$ cat config.mk
export PLATFORM = sky130hd
export DESIGN_NAME = dma_clock_rate_monitor_top
export DESIGN_NICKNAME = d
export VERILOG_FILES = /design/src/hw/rtl/dcrm_pkg.sv /design/src/hw/rtl/dcrm_div.sv /design/src/hw/rtl/dcrm_dp.sv /design/src/hw/rtl/dcrm_ctrl.sv /design/src/hw/rtl/dma_clock_rate_monitor_top.sv
export SDC_FILE = /design/constraint.sdc
export NUM_CORES = 2
export LEC_CHECK = 0
export ABC_CLOCK_PERIOD_IN_PS = 7750
export BUFFER_PORTS_ARGS = -buffer_cell sky130_fd_sc_hd__buf_2
export CORE_AREA = 5 5 302 304
export DETAILED_ROUTE_END_ITERATION = 12
export DIE_AREA = 0 0 307 309
export MAX_ROUTING_LAYER = met4
export PLACE_DENSITY = 0.77
export SYNTH_ARGS = -nofsm -noshare
export SYNTH_HDL_FRONTEND = slang
export SYNTH_SLANG_ARGS = --single-unit
$ cat constraint.sdc
create_clock -name clk -period 7.75 [get_ports clk]
set_clock_uncertainty 0.05 [all_clocks]
set_input_delay 0.3875 -clock clk [delete_from_list [all_inputs] [get_ports clk]]
set_output_delay 0.3875 -clock clk [all_outputs]
set_load 0.05 [all_outputs]
$ cat src/hw/rtl/dcrm_pkg.sv
// ----------------------------------------------------------------------------
// dcrm_pkg
// types, codes and constants of the dma clock rate monitor
// ----------------------------------------------------------------------------
package dcrm_pkg;

  localparam int TIME_W   = 48;
  localparam int FRAME_W  = 12;
  localparam int CNT_W    = 32;
  localparam int STALE_W  = 20;
  localparam int WINDOW_W = 24;
  localparam int RATE_W   = 32;
  localparam int SCALE_W  = 20;
  localparam int PROD_W   = CNT_W + SCALE_W;
  localparam int CFG_W    = 32;

  localparam logic [STALE_W-1:0]  STALE_RESET     = 20'd5000;
  localparam logic [WINDOW_W-1:0] WINDOW_RESET    = 24'd250000;
  localparam logic [RATE_W-1:0]   RATE_LOW_RESET  = 32'd47520;
  localparam logic [RATE_W-1:0]   RATE_HIGH_RESET = 32'd48480;
  localparam logic [SCALE_W-1:0]  RATE_SCALE      = 20'd1000000;

  localparam int DIV_STEPS = RATE_W;
  localparam int DIV_CNT_W = $clog2(DIV_STEPS);

  typedef enum logic [1:0] {
    OP_DMA       = 2'd0,
    OP_POLL      = 2'd1,
    OP_SET_REQ   = 2'd2,
    OP_CAP_FAULT = 2'd3
  } op_t;

  typedef enum logic [1:0] {
    CFG_STALE_LIMIT = 2'd0,
    CFG_WINDOW      = 2'd1,
    CFG_RATE_LOW    = 2'd2,
    CFG_RATE_HIGH   = 2'd3
  } cfg_idx_t;

  typedef enum logic [2:0] {
    ST_IDLE,
    ST_EVAL,
    ST_MUL,
    ST_DIV_START,
    ST_DIV,
    ST_QUAL,
    ST_OUT
  } state_t;

  typedef struct packed {
    op_t                opcode;
    logic [TIME_W-1:0]  time_us;
    logic [FRAME_W-1:0] frame_count;
    logic               request_active;
  } in_item_t;

  typedef struct packed {
    logic              transport_up;
    logic              clock_qualified;
    logic [RATE_W-1:0] measured_rate;
    logic [CNT_W-1:0]  generation;
    logic [CNT_W-1:0]  fault_total;
    logic              audio_fail;
    logic              force_mute;
    logic              playback_reset;
    logic              playback_enable;
    logic [CNT_W-1:0]  consumed_total;
  } out_item_t;

  typedef struct packed {
    logic load_item;
    logic eval;
    logic mul;
    logic div_start;
    logic qual;
    logic load_out;
  } cmd_t;

  typedef struct packed {
    logic meas_req;
    logic div_busy;
  } sts_t;

endpackage

$ cat src/hw/rtl/dcrm_div.sv
// ----------------------------------------------------------------------------
// dcrm_div
// restoring divider, one quotient bit per cycle, 32-bit quotient with overflow flag
// ----------------------------------------------------------------------------
module dcrm_div
  import dcrm_pkg::*;
(
  input  logic              clk,
  input  logic              rst_n,
  input  logic              start,
  input  logic [PROD_W-1:0] num,
  input  logic [TIME_W-1:0] den,
  output logic              busy,
  output logic [RATE_W-1:0] quo,
  output logic              sat
);

  localparam int LO_W = PROD_W - RATE_W;

  logic [TIME_W-1:0]    rem_r, rem_nxt;
  logic [RATE_W-1:0]    acc_r, acc_nxt;
  logic [TIME_W-1:0]    den_r, den_nxt;
  logic                 sat_r, sat_nxt;
  logic [DIV_CNT_W-1:0] cnt_r, cnt_nxt;
  logic                 busy_r, busy_nxt;
  logic [TIME_W:0]      rem_sh;
  logic [TIME_W:0]      diff;
  logic                 qbit;

  assign rem_sh = {rem_r, acc_r[RATE_W-1]};
  assign diff   = rem_sh - {1'b0, den_r};
  assign qbit   = !diff[TIME_W];

  always_comb begin
    rem_nxt  = rem_r;
    acc_nxt  = acc_r;
    den_nxt  = den_r;
    sat_nxt  = sat_r;
    cnt_nxt  = cnt_r;
    busy_nxt = busy_r;
    if (start) begin
      // quotient overflows 32 bits when the upper numerator part reaches den
      sat_nxt  = (den[TIME_W-1:LO_W] == '0) && (num[PROD_W-1:RATE_W] >= den[LO_W-1:0]);
      rem_nxt  = {{(TIME_W-LO_W){1'b0}}, num[PROD_W-1:RATE_W]};
      acc_nxt  = num[RATE_W-1:0];
      den_nxt  = den;
      cnt_nxt  = DIV_CNT_W'(DIV_STEPS - 1);
      busy_nxt = 1'b1;
    end else if (busy_r) begin
      rem_nxt = qbit ? diff[TIME_W-1:0] : rem_sh[TIME_W-1:0];
      acc_nxt = {acc_r[RATE_W-2:0], qbit};
      if (cnt_r == '0) begin
        busy_nxt = 1'b0;
      end else begin
        cnt_nxt = cnt_r - 1'b1;
      end
    end
  end

  always_ff @(posedge clk) begin
    if (!rst_n) begin
      busy_r <= 1'b0;
      cnt_r  <= '0;
    end else begin
      busy_r <= busy_nxt;
      cnt_r  <= cnt_nxt;
    end
  end

  always_ff @(posedge clk) begin
    rem_r <= rem_nxt;
    acc_r <= acc_nxt;
    den_r <= den_nxt;
    sat_r <= sat_nxt;
  end

  assign busy = busy_r;
  assign quo  = acc_r;
  assign sat  = sat_r;

endmodule

$ cat src/hw/rtl/dcrm_dp.sv
// ----------------------------------------------------------------------------
// dcrm_dp
// monitor datapath: settings, transport and window state, rate measurement
// ----------------------------------------------------------------------------
module dcrm_dp
  import dcrm_pkg::*;
(
  input  logic             clk,
  input  logic             rst_n,
  input  cmd_t             cmd,
  output sts_t             sts,
  input  in_item_t         in_data,
  input  logic             cfg_we,
  input  cfg_idx_t         cfg_index,
  input  logic [CFG_W-1:0] cfg_data,
  output out_item_t        out_data
);

  // settings
  logic [STALE_W-1:0]  stale_r;
  logic [WINDOW_W-1:0] window_r;
  logic [RATE_W-1:0]   rate_low_r;
  logic [RATE_W-1:0]   rate_high_r;

  in_item_t item_r;

  logic               ready_r, ready_nxt;
  logic               qual_r, qual_nxt;
  logic               last_valid_r, last_valid_nxt;
  logic [TIME_W-1:0]  last_time_r, last_time_nxt;
  logic               win_open_r, win_open_nxt;
  logic [TIME_W-1:0]  win_start_r, win_start_nxt;
  logic [CNT_W-1:0]   win_frames_r, win_frames_nxt;
  logic [RATE_W-1:0]  rate_r, rate_nxt;
  logic [CNT_W-1:0]   gen_r, gen_nxt;
  logic [CNT_W-1:0]   fault_r, fault_nxt;
  logic [CNT_W-1:0]   consumed_r, consumed_nxt;
  logic               wanted_r, wanted_nxt;
  logic               meas_r, meas_nxt;
  logic [TIME_W-1:0]  elapsed_r, elapsed_nxt;
  logic               fail_r, fail_nxt;
  logic               mute_r, mute_nxt;
  logic               preset_r, preset_nxt;
  logic               penable_r, penable_nxt;
  logic [PROD_W-1:0]  prod_r, prod_nxt;
  out_item_t          out_r, out_nxt;

  logic [TIME_W:0]    d_last, d_win;
  logic [TIME_W-1:0]  gap_last, gap_win;
  logic               stale_hit;
  logic               fault;
  logic [CNT_W:0]     frame_sum;
  logic               div_busy;
  logic               div_sat;
  logic [RATE_W-1:0]  div_quo;
  logic [RATE_W-1:0]  rate_val;
  logic               in_band;

  // gaps clamp to zero when time runs backwards
  assign d_last    = {1'b0, item_r.time_us} - {1'b0, last_time_r};
  assign d_win     = {1'b0, item_r.time_us} - {1'b0, win_start_r};
  assign gap_last  = d_last[TIME_W] ? '0 : d_last[TIME_W-1:0];
  assign gap_win   = d_win[TIME_W] ? '0 : d_win[TIME_W-1:0];
  assign stale_hit = gap_last > {{(TIME_W-STALE_W){1'b0}}, stale_r};
  assign frame_sum = {1'b0, win_frames_r} + {{(CNT_W-FRAME_W+1){1'b0}}, item_r.frame_count};

  always_comb begin
    fault = 1'b0;
    unique case (item_r.opcode)
      OP_DMA:       fault = !last_valid_r || stale_hit;
      OP_POLL:      fault = ready_r && (!last_valid_r || stale_hit);
      OP_SET_REQ:   fault = 1'b0;
      OP_CAP_FAULT: fault = 1'b0;
    endcase
  end

  assign rate_val = div_sat ? '1 : div_quo;
  assign in_band  = (rate_val >= rate_low_r) && (rate_val <= rate_high_r);

  always_comb begin
    ready_nxt      = ready_r;
    qual_nxt       = qual_r;
    last_valid_nxt = last_valid_r;
    last_time_nxt  = last_time_r;
    win_open_nxt   = win_open_r;
    win_start_nxt  = win_start_r;
    win_frames_nxt = win_frames_r;
    rate_nxt       = rate_r;
    gen_nxt        = gen_r;
    fault_nxt      = fault_r;
    consumed_nxt   = consumed_r;
    wanted_nxt     = wanted_r;
    meas_nxt       = meas_r;
    elapsed_nxt    = elapsed_r;
    fail_nxt       = fail_r;
    mute_nxt       = mute_r;
    preset_nxt     = preset_r;
    penable_nxt    = penable_r;
    prod_nxt       = prod_r;

    if (cmd.eval) begin
      fail_nxt    = 1'b0;
      mute_nxt    = 1'b0;
      preset_nxt  = 1'b0;
      penable_nxt = 1'b0;
      meas_nxt    = 1'b0;
      if (fault) begin
        if (ready_r) begin
          if (fault_r != '1) begin
            fault_nxt = fault_r + 1'b1;
          end
          gen_nxt  = gen_r + 1'b1;
          fail_nxt = 1'b1;
        end
        ready_nxt      = 1'b0;
        qual_nxt       = 1'b0;
        win_open_nxt   = 1'b0;
        win_frames_nxt = '0;
        mute_nxt       = 1'b1;
        preset_nxt     = 1'b1;
      end
      unique case (item_r.opcode)
        OP_DMA: begin
          if (!fault) begin
            ready_nxt = 1'b1;
          end
          last_valid_nxt = 1'b1;
          last_time_nxt  = item_r.time_us;
          if (!win_open_r || fault) begin
            win_open_nxt   = 1'b1;
            win_start_nxt  = item_r.time_us;
            win_frames_nxt = '0;
          end else begin
            win_frames_nxt = frame_sum[CNT_W] ? '1 : frame_sum[CNT_W-1:0];
            elapsed_nxt    = gap_win;
            meas_nxt       = (gap_win != '0) &&
                             (gap_win >= {{(TIME_W-WINDOW_W){1'b0}}, window_r});
          end
          consumed_nxt = consumed_r + {{(CNT_W-FRAME_W){1'b0}}, item_r.frame_count};
        end
        OP_POLL: begin
        end
        OP_SET_REQ: begin
          wanted_nxt  = item_r.request_active;
          preset_nxt  = 1'b1;
          penable_nxt = item_r.request_active && ready_r && qual_r;
        end
        OP_CAP_FAULT: begin
          gen_nxt  = gen_r + 1'b1;
          fail_nxt = 1'b1;
        end
      endcase
    end

    if (cmd.mul) begin
      prod_nxt       = PROD_W'(win_frames_r) * PROD_W'(RATE_SCALE);
      win_frames_nxt = '0;
      win_start_nxt  = item_r.time_us;
    end

    if (cmd.qual) begin
      rate_nxt = rate_val;
      if (qual_r && !in_band) begin
        gen_nxt  = gen_r + 1'b1;
        fail_nxt = 1'b1;
      end
      if (qual_r != in_band) begin
        preset_nxt  = 1'b1;
        penable_nxt = wanted_r && ready_r && in_band;
      end
      qual_nxt = in_band;
      if (!in_band) begin
        mute_nxt = 1'b1;
      end
    end
  end

  always_comb begin
    out_nxt.transport_up    = ready_r;
    out_nxt.clock_qualified = qual_r;
    out_nxt.measured_rate   = rate_r;
    out_nxt.generation      = gen_r;
    out_nxt.fault_total     = fault_r;
    out_nxt.audio_fail      = fail_r;
    out_nxt.force_mute      = mute_r;
    out_nxt.playback_reset  = preset_r;
    out_nxt.playback_enable = preset_r && penable_r;
    out_nxt.consumed_total  = consumed_r;
  end

  always_ff @(posedge clk) begin
    if (!rst_n) begin
      stale_r     <= STALE_RESET;
      window_r    <= WINDOW_RESET;
      rate_low_r  <= RATE_LOW_RESET;
      rate_high_r <= RATE_HIGH_RESET;
    end else if (cfg_we) begin
      unique case (cfg_index)
        CFG_STALE_LIMIT: stale_r     <= cfg_data[STALE_W-1:0];
        CFG_WINDOW:      window_r    <= cfg_data[WINDOW_W-1:0];
        CFG_RATE_LOW:    rate_low_r  <= cfg_data[RATE_W-1:0];
        CFG_RATE_HIGH:   rate_high_r <= cfg_data[RATE_W-1:0];
      endcase
    end
  end

  always_ff @(posedge clk) begin
    if (!rst_n) begin
      ready_r      <= 1'b0;
      qual_r       <= 1'b0;
      last_valid_r <= 1'b0;
      last_time_r  <= '0;
      win_open_r   <= 1'b0;
      win_start_r  <= '0;
      win_frames_r <= '0;
      rate_r       <= '0;
      gen_r        <= '0;
      fault_r      <= '0;
      consumed_r   <= '0;
      wanted_r     <= 1'b0;
      meas_r       <= 1'b0;
    end else begin
      ready_r      <= ready_nxt;
      qual_r       <= qual_nxt;
      last_valid_r <= last_valid_nxt;
      last_time_r  <= last_time_nxt;
      win_open_r   <= win_open_nxt;
      win_start_r  <= win_start_nxt;
      win_frames_r <= win_frames_nxt;
      rate_r       <= rate_nxt;
      gen_r        <= gen_nxt;
      fault_r      <= fault_nxt;
      consumed_r   <= consumed_nxt;
      wanted_r     <= wanted_nxt;
      meas_r       <= meas_nxt;
    end
  end

  always_ff @(posedge clk) begin
    if (cmd.load_item) begin
      item_r <= in_data;
    end
    if (cmd.load_out) begin
      out_r <= out_nxt;
    end
    elapsed_r <= elapsed_nxt;
    fail_r    <= fail_nxt;
    mute_r    <= mute_nxt;
    preset_r  <= preset_nxt;
    penable_r <= penable_nxt;
    prod_r    <= prod_nxt;
  end

  dcrm_div u_div (
    .clk   (clk),
    .rst_n (rst_n),
    .start (cmd.div_start),
    .num   (prod_r),
    .den   (elapsed_r),
    .busy  (div_busy),
    .quo   (div_quo),
    .sat   (div_sat)
  );

  assign sts.meas_req = meas_r;
  assign sts.div_busy = div_busy;
  assign out_data     = out_r;

endmodule

$ cat src/hw/rtl/dcrm_ctrl.sv
// ----------------------------------------------------------------------------
// dcrm_ctrl
// sequencer: item intake, measurement steps and result register handshake
// ----------------------------------------------------------------------------
module dcrm_ctrl
  import dcrm_pkg::*;
(
  input  logic clk,
  input  logic rst_n,
  input  logic in_valid,
  output logic in_stall,
  output logic out_valid,
  input  logic out_stall,
  input  sts_t sts,
  output cmd_t cmd
);

  state_t state_r, state_nxt;
  logic   out_valid_r, out_valid_nxt;

  always_ff @(posedge clk) begin
    if (!rst_n) begin
      state_r     <= ST_IDLE;
      out_valid_r <= 1'b0;
    end else begin
      state_r     <= state_nxt;
      out_valid_r <= out_valid_nxt;
    end
  end

  always_comb begin
    state_nxt = state_r;
    cmd       = '0;
    unique case (state_r)
      ST_IDLE: begin
        if (in_valid) begin
          cmd.load_item = 1'b1;
          state_nxt     = ST_EVAL;
        end
      end
      ST_EVAL: begin
        cmd.eval  = 1'b1;
        state_nxt = ST_MUL;
      end
      ST_MUL: begin
        if (sts.meas_req) begin
          cmd.mul   = 1'b1;
          state_nxt = ST_DIV_START;
        end else begin
          state_nxt = ST_OUT;
        end
      end
      ST_DIV_START: begin
        cmd.div_start = 1'b1;
        state_nxt     = ST_DIV;
      end
      ST_DIV: begin
        if (!sts.div_busy) begin
          state_nxt = ST_QUAL;
        end
      end
      ST_QUAL: begin
        cmd.qual  = 1'b1;
        state_nxt = ST_OUT;
      end
      ST_OUT: begin
        // result register free or being emptied this cycle
        if (!out_valid_r || !out_stall) begin
          cmd.load_out = 1'b1;
          state_nxt    = ST_IDLE;
        end
      end
      default: begin
        state_nxt = ST_IDLE;
      end
    endcase
  end

  always_comb begin
    if (cmd.load_out) begin
      out_valid_nxt = 1'b1;
    end else begin
      out_valid_nxt = out_valid_r && out_stall;
    end
  end

  assign in_stall  = (state_r != ST_IDLE);
  assign out_valid = out_valid_r;

endmodule

$ cat src/hw/rtl/dma_clock_rate_monitor_top.sv
// one item at a time passes the eval, mul and out states; a dma event that closes
// a rate window adds div_start, div (32-step frames*1e6/elapsed divider) and qual
// the result register lets the next item in while a result waits
// reset: synchronous rst_n clears control, window and counter state, but not the
// data registers; settings return to defaults
// ----------------------------------------------------------------------------
// dma_clock_rate_monitor_top
// audio dma transport and clock rate monitor with configuration port
// ----------------------------------------------------------------------------
module dma_clock_rate_monitor_top
  import dcrm_pkg::*;
(
  input  logic             clk,
  input  logic             rst_n,
  input  logic             in_valid,
  output logic             in_stall,
  input  in_item_t         in_data,
  output logic             out_valid,
  input  logic             out_stall,
  output out_item_t        out_data,
  input  logic             cfg_valid,
  output logic             cfg_ready,
  input  cfg_idx_t         cfg_index,
  input  logic [CFG_W-1:0] cfg_data
);

  cmd_t cmd;
  sts_t sts;

  assign cfg_ready = 1'b1;

  dcrm_ctrl u_ctrl (
    .clk       (clk),
    .rst_n     (rst_n),
    .in_valid  (in_valid),
    .in_stall  (in_stall),
    .out_valid (out_valid),
    .out_stall (out_stall),
    .sts       (sts),
    .cmd       (cmd)
  );

  dcrm_dp u_dp (
    .clk       (clk),
    .rst_n     (rst_n),
    .cmd       (cmd),
    .sts       (sts),
    .in_data   (in_data),
    .cfg_we    (cfg_valid && cfg_ready),
    .cfg_index (cfg_index),
    .cfg_data  (cfg_data),
    .out_data  (out_data)
  );

endmodule

==> metrics <==
post-synthesis compound-gate area fraction 0.154; Routed Antenna Nets 0; via count ~40k; vias per inst 5.92; Layout Nets about 6.2k; VDD IR-drop max around 0.21 mV; CTS H-tree lvls 3; post-CTS sizing 0; CTS max path bufs 3; Peak Freq 0.140 GHz; simple-gate share of the synthesized area 0.154; Core Rows 109; setup violators final 0; r2r worst-path depth 22; CTS Buf Count 88; status finished, final reports clean; sequential share of the synthesized area 0.403; CTS Sinks ~800; I/O Buffers between 200 and 250; Adder-Cell Fraction of Synth Area 0.176; Yosys cell types 97; Root Buffer clkbuf_16; Yosys top cell by area edfxtp_1; Warnings, synthesis 0; TritonRoute pass-1 iters 6; Hold-fix buffers, CTS just over 90; max-slew violations 0; crit share post-route 0.919; CORE AREA just under 90000 µm²; drt wl/cell around 20 µm; DR iter-0 viols around 3.2k; ys flop type dfxtp_1; CTS tree done; Max Fanout on Critical Path 10; # placed instances ~6.5k; worst path buffer plus inverter count 4; share of layout cells above drive strength 1 0.0918; Leakage ~24 nW; slowest CP cell dfxtp_1; Synth-to-Final Area Change 12.5%; Final HPWL DP ~99000 µm; Post-synth top cells nand2_1 (721), inv_1 (493), ha_1 (473); first-pass GRT wire length 212000 µm; Synth Area in XOR/XNOR 0.0344; worst hold path depth 3; Worst EP arrival ~7.5 ns; Clk pin slew, worst setup/hold paths roughly 0.06 ns; Most common cell on crit path fa_1; Total GRT Usage 0.285; Least-Margin Pin Slew 1.43 ns; setup bufs post-CTS 0; Hold Fails Final Rpt 0; slew margin rel. 0.0369; GPL Wtd Cong approximately 0.99; Setup CP Type reg2reg; fin cells between 6k and 7k; post-synth net total roughly 6.0k; Mapped Area slightly below 50000 µm²; largest stage delay on the critical path 0.61 ns; Final Instance Area 55900 µm²; antenna violations before repair 10; final wirelength between 100000 and 150000 µm; Post-synth EDFFs between 300 and 400; share of flip-flops with an asynchronous set or reset 0; Worst setup EP type register; most common cell in the netlist nand2_1; Setup TNS 0 ns; die width 307 µm; mux contribution to synthesized area 0.0239; Placed Area 51900 µm²; top cells by area, synth edfxtp_1 (24%), dfxtp_1 (17%), ha_1 (12%), fa_1 (5.6%), nand2_1 (5.5%); RSZ-0062 raised after global routing no; Tmin final between 7 and 8 ns; full die area between 90000 and 100000 µm²; DR DRC count 0; total grt overflow 0; Critical Path RT 8.10 ns; utilization after layout 0.635; worst hold path class in2reg; PD cells 220 nW/µm²; cell family with most CP delay adder cells; main combinational cell family by area after synthesis adder cells; Critical Path Stages 22; Ports 239; largest net degree at the start of global routing 93; Mapped Cells roughly 5.3k; Starting Density 0.564; DP Worst Slack approximately 0.74 ns; area share of the largest cell type after synthesis 0.237; vias in the first global route about 39k; die height 309 µm; maxcap violations 0; crit path cell chain fa_1, inv_1, fa_1, fa_1, inv_1, fa_1, ha_1, inv_1, fa_1, inv_1, ha_1, a21oi_1, o21ai_0, o211ai_1, a31o_2, a31o_2, o21ai_0, a21oi_1, o31ai_1, a221o_1, a221oi_1, xnor2_1; Setup WS post-layout around 0.62 ns; Startpoint Class register; worst skew pair latency ~0.67 ns; Avg Inst Size Synth 9.44 µm²; FF+latch count, synth ~800
## stage by stage
| stage | hold slack (ns) | total power, mW |
|---|---|---|
| 6_report | 0.0427 | 12.3 |
| 5_1_grt | 0.0261 | 12.8 |
| 4_1_cts | 0.00214 | 12.3 |
| 3_5_place_dp | 0.367 | 7.90 |
| 3_3_place_gp | 0.363 | 7.84 |
| 2_1_floorplan | 0.358 | 7.12 |
## path summary, 6_finish.rpt
kind / start / to / slack (ns)
max: u_dp.win_frames_r[1] / u_dp.prod_r[51] / 0.62
min: cfg_data[2] / u_dp.rate_low_r[2] / 0.04
max reg2reg: u_dp.win_frames_r[1] / u_dp.prod_r[51] / 0.62
min reg2reg: u_dp.rate_r[20] / u_dp.out_data[120] / 0.37
## worst reg2reg max path, stage by stage (launching register included)
cell and delay [ns]:
dfxtp_1 0.61, fa_1 0.49, inv_1 0.08, fa_1 0.44
fa_1 0.54, inv_1 0.05, fa_1 0.46, ha_1 0.29
inv_1 0.05, fa_1 0.50, inv_1 0.06, ha_1 0.34
a21oi_1 0.11, o21ai_0 0.45, o211ai_1 0.22, a31o_2 0.25
a31o_2 0.22, o21ai_0 0.49, a21oi_1 0.18, o31ai_1 0.53
a221o_1 0.23, a221oi_1 0.09, xnor2_1 0.14
## layer usage
metal,share of wire,global-route usage,routed length (µm)
met3,0.074,0.0563,10100
met5,0,-,0
met2,0.47,0.458,63800
met1,0.41,0.361,56300
met4,0.042,0.108,5710
## cell families (layout without fill, tap and decap cells)
group | Yosys count | after routing
adder cells (fa/ha/maj) | 613 | 613
buffers and inverters | 699 | 1028
multiplexers | 118 | 118
AND/OR/NAND/NOR | 1635 | 1635
XOR/XNOR | 195 | 195
flip-flops | 804 | 804
other | 1 | 10
AO/OA/AOI/OAI | 1194 | 1194
## power by group
part	switching [mW]	total [mW]	internal, mW
clock	1.79	4.37	2.58
sequential	0.205	4.92	4.72
combinational	1.83	3.01	1.17
total	3.83	12.3	8.47
## state kept, by name (all words and copies together), names as in the netlist, 20 cells and up
name / count
u_dp.consumed_r: 32
u_dp.rate_high_r: 32
u_dp.u_div.den_r: 48
u_dp.fault_r: 32
u_dp.rate_r: 32
u_dp.out_data: 134
u_dp.rate_low_r: 32
u_dp.u_div.rem_r: 48
u_dp.last_time_r: 48
u_dp.item_r: 63
u_dp.gen_r: 32
u_dp.stale_r: 20
u_dp.window_r: 24
u_dp.elapsed_r: 48
u_dp.prod_r: 46
u_dp.win_frames_r: 32
u_dp.win_start_r: 48
u_dp.u_div.quo: 32
## layout make-up
cell class / instances / area [µm²]
Clock inverter: 53 / 661
Fill cell: 7065 / 32100
Inverter: 494 / 1860
Clock buffer: 111 / 2360
Timing Repair Buffer: 370 / 2430
Antenna cell: 9 / 22.5
Multi-Input combinational cell: 3756 / 27000
Tap cell: 1165 / 1460
Sequential cell: 804 / 20000
## layout by cell type (no fill, tap or decap), types with 17 or more instances in the layout
| cell | instances |
|---|---|
| a211oi_1 | 31 |
| a21o_1 | 112 |
| a21oi_1 | 442 |
| a31oi_1 | 27 |
| and2_1 | 25 |
| and3_1 | 49 |
| buf_2 | 236 |
| buf_4 | 41 |
| clkbuf_1 | 17 |
| clkbuf_16 | 89 |
| dfxtp_1 | 411 |
| dlygate4sd3_1 | 91 |
| edfxtp_1 | 392 |
| fa_1 | 140 |
| ha_1 | 473 |
| inv_1 | 492 |
| mux2i_1 | 115 |
| nand2_1 | 720 |
| nand2b_1 | 46 |
| nand3_1 | 136 |
| nand4_1 | 73 |
| nor2_1 | 277 |
| nor2b_1 | 45 |
| nor3_1 | 61 |
| nor4_1 | 38 |
| o211ai_1 | 53 |
| o21a_1 | 56 |
| o21ai_0 | 183 |
| o21bai_1 | 34 |
| o31ai_1 | 33 |
| or2_2 | 45 |
| or3_1 | 32 |
| or4_1 | 23 |
| xnor2_1 | 136 |
| xor2_1 | 57 |
Power figures use the tool's default switching activity.
